--- src/sv/dide_pkg.sv ---
`timescale 1ns / 1ps
// ----------------------------------------------------------------------------
// dide_pkg
// shared types, character codes and key name table for the device id
// field extractor
// ----------------------------------------------------------------------------
package dide_pkg;

	localparam int NAME_CNT = 7;
	localparam int KEY_SAT  = 12;
	localparam int KEY_W    = 4;
	localparam int NAME_W   = 8 * KEY_SAT;

	typedef enum logic [1:0] {
		TAG_NONE = 2'd0,
		TAG_MFG  = 2'd1,
		TAG_MDL  = 2'd2,
		TAG_SERN = 2'd3
	} tag_t;

	localparam logic [7:0] CH_COLON = 8'h3A;
	localparam logic [7:0] CH_SEMI  = 8'h3B;
	localparam logic [7:0] CH_LF    = 8'h0A;
	localparam logic [7:0] CH_LOW_A = 8'h61;
	localparam logic [7:0] CH_LOW_Z = 8'h7A;
	localparam logic [7:0] CASE_OFS = 8'h20;

	// names left-aligned, unused tail bytes zero
	localparam logic [NAME_W-1:0] NAME_TEXT [NAME_CNT] = '{
		NAME_W'("MANUFACTURER"),
		{24'("MFG"), 72'd0},
		{40'("MODEL"), 56'd0},
		{24'("MDL"), 72'd0},
		NAME_W'("SERIALNUMBER"),
		{32'("SERN"), 64'd0},
		{16'("SN"), 80'd0}
	};

	localparam logic [KEY_W-1:0] NAME_LEN [NAME_CNT] = '{
		4'd12, 4'd3, 4'd5, 4'd3, 4'd12, 4'd4, 4'd2
	};

	localparam logic [KEY_W-1:0] KEY_SAT_V = KEY_W'(KEY_SAT);

	// character of name idx at position pos (pos below KEY_SAT)
	function automatic logic [7:0] name_char(input int idx, input logic [KEY_W-1:0] pos);
		logic [NAME_W-1:0] txt;
		txt = NAME_TEXT[idx];
		return txt[NAME_W - 1 - 8 * int'(pos) -: 8];
	endfunction

endpackage

--- src/sv/device_id_field_extractor_unit.sv ---
`timescale 1ns / 1ps
// ----------------------------------------------------------------------------
// device_id_field_extractor_unit
// tags each byte of a device id string as manufacturer, model or serial
// value and reports the fields found on the last byte
// ----------------------------------------------------------------------------
//  channel  | direction | tdata                               | tuser / tlast
//  s_axis   | in        | in_byte                             | tlast = is_last
//  m_axis   | out       | out_byte, found_mfg/mdl/sern, id_cpl| tuser = tag, valid, end
//
//  one item per cycle unless stalled; each result is registered when its byte is taken
//  the key scan state and found flags sit in flops updated on every accept,
//  with a single result register on the output side
//  s_axis_tready falls only while a result is held and m_axis_tready is low
//  arst_n clears the scan state, found flags and the output valid
// ----------------------------------------------------------------------------
module device_id_field_extractor_unit (
	input  logic        clk,
	input  logic        arst_n,
	input  logic        s_axis_tvalid,
	output logic        s_axis_tready,
	input  logic [7:0]  s_axis_tdata,   // [7:0] in_byte
	input  logic        s_axis_tlast,
	output logic        m_axis_tvalid,
	input  logic        m_axis_tready,
	output logic [15:0] m_axis_tdata,   // [7:0] out_byte, [8] found_mfg, [9] found_mdl,
	                                    // [10] found_sern, [11] id_complete, [15:12] zero
	output logic [3:0]  m_axis_tuser,   // [1:0] field_tag, [2] value_valid, [3] value_end
	output logic        m_axis_tlast
);
	import dide_pkg::*;

	logic                in_value_q;
	logic [KEY_W-1:0]    key_len_q;
	logic [NAME_CNT-1:0] match_q;
	tag_t                cur_tag_q;
	logic [2:0]          flags_q;

	logic                in_value_d;
	logic [KEY_W-1:0]    key_len_d;
	logic [NAME_CNT-1:0] match_d;
	tag_t                cur_tag_d;
	logic [2:0]          flags_d;

	tag_t       tag_d;
	logic       valid_d, end_d;
	logic [7:0] upper_c;
	logic [NAME_CNT-1:0] hit;
	tag_t       kind;

	logic       out_valid_q;
	logic [7:0] out_byte_q;
	tag_t       out_tag_q;
	logic       out_vval_q, out_vend_q, out_last_q, out_cpl_q;
	logic [2:0] out_flags_q;

	logic s_accept;

	assign s_axis_tready = !out_valid_q || m_axis_tready;
	assign s_accept      = s_axis_tvalid && s_axis_tready;

	always_comb begin
		for (int i = 0; i < NAME_CNT; i++) begin
			hit[i] = match_q[i] && (key_len_q >= NAME_LEN[i]);
		end
		if (!flags_q[0] && (hit[0] || hit[1])) begin
			kind = TAG_MFG;
		end else if (!flags_q[1] && (hit[2] || hit[3])) begin
			kind = TAG_MDL;
		end else if (!flags_q[2] && (hit[4] || hit[5] || hit[6])) begin
			kind = TAG_SERN;
		end else begin
			kind = TAG_NONE;
		end
		if (s_axis_tdata >= CH_LOW_A && s_axis_tdata <= CH_LOW_Z) begin
			upper_c = s_axis_tdata - CASE_OFS;
		end else begin
			upper_c = s_axis_tdata;
		end
	end

	always_comb begin
		in_value_d = in_value_q;
		key_len_d  = key_len_q;
		match_d    = match_q;
		cur_tag_d  = cur_tag_q;
		flags_d    = flags_q;
		tag_d      = TAG_NONE;
		valid_d    = 1'b0;
		end_d      = 1'b0;
		if (s_axis_tlast && s_axis_tdata == CH_LF) begin
			// trailing newline is dropped but still closes an open value
			if (in_value_q && cur_tag_q != TAG_NONE) begin
				end_d = 1'b1;
				tag_d = cur_tag_q;
			end
		end else if (!in_value_q) begin
			if (s_axis_tdata == CH_COLON) begin
				if (kind != TAG_NONE) begin
					flags_d[2'(kind) - 2'd1] = 1'b1;
				end
				cur_tag_d  = kind;
				in_value_d = 1'b1;
				if (s_axis_tlast && kind != TAG_NONE) begin
					end_d = 1'b1;
					tag_d = kind;
				end
			end else if (key_len_q < KEY_SAT_V) begin
				for (int i = 0; i < NAME_CNT; i++) begin
					if (key_len_q < NAME_LEN[i] && name_char(i, key_len_q) != upper_c) begin
						match_d[i] = 1'b0;
					end
				end
				key_len_d = key_len_q + 1'b1;
			end
		end else if (s_axis_tdata == CH_SEMI) begin
			if (cur_tag_q != TAG_NONE) begin
				end_d = 1'b1;
				tag_d = cur_tag_q;
			end
			in_value_d = 1'b0;
			key_len_d  = '0;
			match_d    = '1;
			cur_tag_d  = TAG_NONE;
		end else if (cur_tag_q != TAG_NONE) begin
			valid_d = 1'b1;
			tag_d   = cur_tag_q;
			end_d   = s_axis_tlast;
		end
	end

	always_ff @(posedge clk or negedge arst_n) begin
		if (!arst_n) begin
			in_value_q <= 1'b0;
			key_len_q  <= '0;
			match_q    <= '1;
			cur_tag_q  <= TAG_NONE;
			flags_q    <= '0;
		end else if (s_accept) begin
			if (s_axis_tlast) begin
				in_value_q <= 1'b0;
				key_len_q  <= '0;
				match_q    <= '1;
				cur_tag_q  <= TAG_NONE;
				flags_q    <= '0;
			end else begin
				in_value_q <= in_value_d;
				key_len_q  <= key_len_d;
				match_q    <= match_d;
				cur_tag_q  <= cur_tag_d;
				flags_q    <= flags_d;
			end
		end
	end

	always_ff @(posedge clk or negedge arst_n) begin
		if (!arst_n) begin
			out_valid_q <= 1'b0;
		end else if (s_accept) begin
			out_valid_q <= 1'b1;
		end else if (m_axis_tready) begin
			out_valid_q <= 1'b0;
		end
	end

	always_ff @(posedge clk) begin
		if (s_accept) begin
			out_byte_q  <= s_axis_tdata;
			out_tag_q   <= tag_d;
			out_vval_q  <= valid_d;
			out_vend_q  <= end_d;
			out_last_q  <= s_axis_tlast;
			out_flags_q <= flags_d;
			out_cpl_q   <= s_axis_tlast && flags_d[0] && flags_d[1];
		end
	end

	assign m_axis_tvalid = out_valid_q;
	assign m_axis_tdata  = {4'd0, out_cpl_q, out_flags_q, out_byte_q};
	assign m_axis_tuser  = {out_vend_q, out_vval_q, 2'(out_tag_q)};
	assign m_axis_tlast  = out_last_q;

	// a tag is only shown on value bytes or value ends
	a_tag_only_on_value: assert property (@(posedge clk) disable iff (!arst_n)
		(m_axis_tvalid && m_axis_tuser[1:0] != 2'd0) |-> (m_axis_tuser[2] || m_axis_tuser[3]))
		else $error("field tag without value byte or value end");

	a_complete_on_last: assert property (@(posedge clk) disable iff (!arst_n)
		(m_axis_tvalid && m_axis_tdata[11]) |-> (m_axis_tlast && m_axis_tdata[8] && m_axis_tdata[9]))
		else $error("id complete outside last item or without both fields");

	a_clear_after_last: assert property (@(posedge clk) disable iff (!arst_n)
		(s_accept && s_axis_tlast) |=> (flags_q == 3'd0 && !in_value_q && key_len_q == '0))
		else $error("scan state not cleared after last item");

	a_key_len_sat: assert property (@(posedge clk) disable iff (!arst_n)
		key_len_q <= KEY_SAT_V)
		else $error("key length beyond saturation");

endmodule
--- config.mk ---
export PLATFORM = sky130hd
export DESIGN_NAME = device_id_field_extractor_unit
export DESIGN_NICKNAME = d
export VERILOG_FILES = /design/src/sv/dide_pkg.sv /design/src/sv/device_id_field_extractor_unit.sv
export SDC_FILE = /design/constraint.sdc
export NUM_CORES = 1
export LEC_CHECK = 0
export BUFFER_PORTS_ARGS = -buffer_cell sky130_fd_sc_hd__buf_4
export CAP_MARGIN = 20
export CELL_PAD_IN_SITES_DETAIL_PLACEMENT = 2
export CELL_PAD_IN_SITES_GLOBAL_PLACEMENT = 2
export CORE_ASPECT_RATIO = 1.75
export CORE_MARGIN = 2
export CORE_UTILIZATION = 35
export DETAILED_ROUTE_END_ITERATION = 10
export GPL_TIMING_DRIVEN = 1
export PLACE_DENSITY = 0.88
export SKIP_CTS_REPAIR_TIMING = 1
export SLEW_MARGIN = 20
export SYNTH_ARGS = -nofsm -noshare
export SYNTH_HDL_FRONTEND = slang
export SYNTH_SLANG_ARGS = --single-unit
--- constraint.sdc ---
create_clock -name clk -period 2.95 [get_ports clk]
set_input_delay 0.295 -clock clk [delete_from_list [all_inputs] [get_ports clk]]
set_output_delay 0.295 -clock clk [all_outputs]
set_load 0.02 [all_outputs]
==> results.txt <==
----------------------------------------------------
[Outcome]
  Result of the run ... finished, final reports clean

[Min path]
  Hold path start ... s_axis_tvalid
  Hold WC Path Type ... in2reg

[Logic synthesis]
  Part of the Yosys area used for sequential elements ... a little over a third
  Most used flip-flop cell after synthesis ... sky130_fd_sc_hd__edfxtp_1
  Distinct cells, synth ... between 60 and 70
  Number of enable flip-flop cells after synthesis ... 17
  Main combinational cell family by area after synthesis ... compound AO/OA/AOI/OAI gates
  Basic-gate share of the synthesized area counting and, or, nand and nor cells ... 23.0%
  Number of warnings issued by yosys ... 0
  Multiplexer fraction of the synthesized cell area ... between 1 and 1.5%
  Flops & latches, synth ... 35
  Fraction of the mapped netlist area in compound gates ... 23.2%
  Share of synthesized cell area in full adder, half adder and majority cells ... around 4.1%
  Share of async-settable or async-resettable flops after synthesis ... between 50% and 60%
  Mean area per synthesized cell ... 8.71 sq um
  Area of the mapped netlist ... around 2700 sq um
  Syn Inst Count ... 313
  Synthesized-area fraction occupied by xor and xnor cells ... 5.46%

[Place]
  PortBufs ... 31
  Final weighted congestion in routability-driven placement ... approximately 0.89
  Post-DP HPWL ... about 7400 um
  Setup slack after placement ... about 0.45 ns
  Post-place instance area ... 2980 sq um

[Global route]
  GRT Util Overall ... 26.4%
  Wire length of the first global-routing pass ... approximately 17,000 um
  Number of antenna violations at the first check in global routing ... 0
  Grt total ovfl ... 0
  Pin count of the biggest net entering global routing ... 31
  Number of global-route vias before repair ... 3,028

[Critical path]
  Launch point of the critical path ... key_len_q[3]
  Type of destination of the critical path ... flip-flop
  Category of the critical setup timing path ... reg2reg
  Endpoint required time on the critical path ... 3.17 ns
  Arrival time at the worst endpoint ... about 2.8 ns
  Max FO, Critical Path ... 7
  Kind of launch point of the worst setup path ... flip-flop
  Worst reg2reg path startpoint ... key_len_q[3]

[STA]
  Post-route setup TNS ... 0 ns
  Fin worst setup slack ... 0.326 ns
  Post-route clock skew ... between 0.005 and 0.006 ns
  Worst-case headroom to the max-slew limit ... a little over half
  Tmin final ... around 2.6 ns
  Portion of the clock cycle consumed by the worst path in the final layout ... between 80 and 90%
  Fmax achieved ... around 0.38 GHz
  Hold Worst Slack ... around 0.20 ns
  Slew at the pin closest to its max-slew limit ... just under 0.7 ns
  Number of max-slew violations in the final report ... 0
  RSZ-0062 raised after global routing ... no
  Final hold violations ... 0
  Setup-failing EPs final ... 0

[Power and ir drop]
  Peak supply drop ... ~0.27 mV
  Leakage power ... 0.00133 uW
  Power per unit of standard cell area ... 773 nW/um^2

[Drt]
  Vias per cell ... ~6.4
  Length of the first detailed-routing pass in iterations ... 4
  Average wire per cell in the routed design ... approximately 26 um
  Number of vias in the routed layout ... about 2,700
  ANT nets after route ... 0
  Routed wire length ... around 11,000 um
  Number of design rule violations left after detail routing ... 0
  Iteration-0 DRC count of the detailed router ... approximately 180

[Clocking]
  Worst-skew pair later-pin latency ... approximately 0.29 ns
  Inserted Clock Buffers ... 5
  Clock Tree Buf Depth ... 2
  Clock tree sinks ... 35
  Clock tree from TritonCTS ... done
  H-tree depth ... 2
  Cell chosen for the clock root ... sky130_fd_sc_hd__clkbuf_16
  Clock input transition at the sequential cells of the worst setup and hold paths ... 0.06 ns

[Floorplan]
  Starting density of the core ... between 30 and 40%
  # rows ... between 40 and 50
  Floorplan die height ... approximately 120 um
  Full die area ... 8540 sq um
  Core footprint ... 7570 sq um
  Top Ports ... 36
  Horizontal extent of the die ... 70.7 um

[Final layout]
  Count of filler cells inserted in the layout ... ~830
  P&R area growth vs syn ... 16.0%
  Count of antenna diodes in the layout ... 0
  Final-stage net count ... 354
  Post-route cell area ... around 3200 sq um
  Footprint of the multi-input gates ... 1570 sq um
  Area used by sequential logic in the layout ... just under 1000 sq um
  Proportion of layout cells with a drive suffix above 1 ... 19.8%

[Job]
  Max-capacitance violation count ... 0

----------------------------------------------------
==> flip-flops by register name, summed over array words and instances (netlist names) <==
| register | flops |
|---|---|
| out_vval_q | 1 |
| match_q | 7 |
| m_axis_tlast | 1 |
| flags_q | 3 |
| key_len_q | 4 |
| in_value_q | 1 |
| cur_tag_q | 2 |
| m_axis_tvalid | 1 |
| out_cpl_q | 1 |
| out_tag_q | 2 |
| out_vend_q | 1 |
| out_flags_q | 3 |
| out_byte_q | 8 |
==> kinds of logic after synthesis <==
kind of cell,count (synthesis)
simple gates,116
buf+inv,43
fa+ha+maj,9
xor+xnor,17
mux,3
flops,35
other cells,1
compound gates,89
==> cells in the final DEF, fill, tap and decap left out, types with 3 or more instances in the layout <==
cell type | netlist | final
sky130_fd_sc_hd__buf_4 | 7 | 38
sky130_fd_sc_hd__nand2_1 | 25 | 25
sky130_fd_sc_hd__o21ai_0 | 23 | 23
sky130_fd_sc_hd__nor2_1 | 21 | 21
sky130_fd_sc_hd__a21oi_1 | 17 | 17
sky130_fd_sc_hd__edfxtp_1 | 17 | 17
sky130_fd_sc_hd__xnor2_1 | 15 | 15
sky130_fd_sc_hd__nand3_1 | 13 | 13
sky130_fd_sc_hd__inv_1 | 12 | 12
sky130_fd_sc_hd__dfrtp_1 | 11 | 11
sky130_fd_sc_hd__nand2b_1 | 10 | 10
sky130_fd_sc_hd__ha_1 | 9 | 9
sky130_fd_sc_hd__o31ai_1 | 8 | 8
sky130_fd_sc_hd__nor3_1 | 7 | 7
sky130_fd_sc_hd__dfstp_2 | 7 | 7
sky130_fd_sc_hd__nand4_1 | 6 | 6
sky130_fd_sc_hd__nor2b_1 | 5 | 5
sky130_fd_sc_hd__and3_1 | 5 | 5
sky130_fd_sc_hd__a31oi_1 | 5 | 5
sky130_fd_sc_hd__clkbuf_16 | 0 | 5
sky130_fd_sc_hd__or2_2 | 4 | 4
sky130_fd_sc_hd__a211oi_1 | 4 | 4
sky130_fd_sc_hd__conb_1 | 1 | 4
sky130_fd_sc_hd__o22ai_1 | 3 | 3
sky130_fd_sc_hd__o211a_1 | 3 | 3
sky130_fd_sc_hd__a221o_1 | 3 | 3
sky130_fd_sc_hd__or3_1 | 3 | 3
sky130_fd_sc_hd__mux2i_1 | 3 | 3
sky130_fd_sc_hd__nor3b_1 | 3 | 3
==> power by group <==
part	internal [uW]	switching [uW]	total, uW
clock	399	229	628
combinational	423	755	1180
sequential	587	48.6	635
==> synth_stat cells (2+ instances only) <==
cell	count	area, sq um
sky130_fd_sc_hd__nand2_1	25	93.8
sky130_fd_sc_hd__o21ai_0	23	115
sky130_fd_sc_hd__nor2_1	21	78.8
sky130_fd_sc_hd__a21oi_1	17	85.1
sky130_fd_sc_hd__edfxtp_1	17	510
sky130_fd_sc_hd__clkbuf_1	16	60.1
sky130_fd_sc_hd__xnor2_1	15	131
sky130_fd_sc_hd__nand3_1	13	65.1
sky130_fd_sc_hd__inv_1	12	45.0
sky130_fd_sc_hd__dfrtp_1	11	275
sky130_fd_sc_hd__nand2b_1	10	62.6
sky130_fd_sc_hd__ha_1	9	113
sky130_fd_sc_hd__o31ai_1	8	60.1
sky130_fd_sc_hd__buf_4	7	52.6
sky130_fd_sc_hd__dfstp_2	7	184
sky130_fd_sc_hd__nor3_1	7	35.0
sky130_fd_sc_hd__nand4_1	6	37.5
sky130_fd_sc_hd__a31oi_1	5	31.3
sky130_fd_sc_hd__and3_1	5	31.3
sky130_fd_sc_hd__nor2b_1	5	31.3
sky130_fd_sc_hd__a211oi_1	4	30.0
sky130_fd_sc_hd__or2_2	4	25.0
sky130_fd_sc_hd__a221o_1	3	30.0
sky130_fd_sc_hd__buf_1	3	11.3
sky130_fd_sc_hd__buf_2	3	15.0
sky130_fd_sc_hd__mux2i_1	3	30.0
sky130_fd_sc_hd__nor3b_1	3	22.5
sky130_fd_sc_hd__o211a_1	3	30.0
sky130_fd_sc_hd__o22ai_1	3	18.8
sky130_fd_sc_hd__or3_1	3	18.8
sky130_fd_sc_hd__a21o_1	2	15.0
sky130_fd_sc_hd__a221oi_1	2	17.5
sky130_fd_sc_hd__a31o_2	2	17.5
sky130_fd_sc_hd__nor4_2	2	25.0
sky130_fd_sc_hd__xor2_1	2	17.5
==> critical path, cell delays in order (launching register included) <==
cell and delay [ns]:
sky130_fd_sc_hd__dfrtp_1 0.43, sky130_fd_sc_hd__inv_1 0.13, sky130_fd_sc_hd__ha_1 0.41, sky130_fd_sc_hd__nor3_1 0.56
sky130_fd_sc_hd__and3_1 0.24, sky130_fd_sc_hd__mux2i_1 0.09, sky130_fd_sc_hd__a2111oi_2 0.44, sky130_fd_sc_hd__a221o_1 0.25
==> path summary, 6_finish.rpt <==
| check | to | slack (ns) | cells past startpoint |
|---|---|---|---|
| setup / recovery | match_q[3] | 0.33 | 7 |
| hold / removal | m_axis_tvalid | 0.20 | 2 |
| hold reg to reg | match_q[0] | 0.53 | 2 |
| max in group asynchronous | match_q[5] | 2.26 | 2 |
| setup reg to reg | match_q[3] | 0.33 | 7 |
| min in group asynchronous | key_len_q[3] | 0.41 | 2 |
==> stage by stage <==
step	utilization (%)	total power [uW]	std cells
5_1_grt	41.8	2570	421
3_5_place_dp	39.4	1770	412
3_3_place_gp	39.4	1700	412
2_1_floorplan	-	1430	316
4_1_cts	41.6	2430	420
6_report	41.8	2440	421
==> per-layer routing <==
metal	vias to the layer above	track usage (%)	part of all wire (%)
met1	1352	26.4	35
li1	1178	-	-
met2	101	49.6	56
met5	-	0	0
met3	43	3.08	3.4
met4	0	17.5	6.4
==> area by class of cell <==
cell class	count	share of cell area, %
multi-input combinational	238	49.6
sequential	35	30.7
timing repair buffer	39	9.34
clock buffer	5	3.96
tap	88	3.48
inverter	13	1.54
clock inverter	3	1.39
Power figures use the tool's default switching activity.
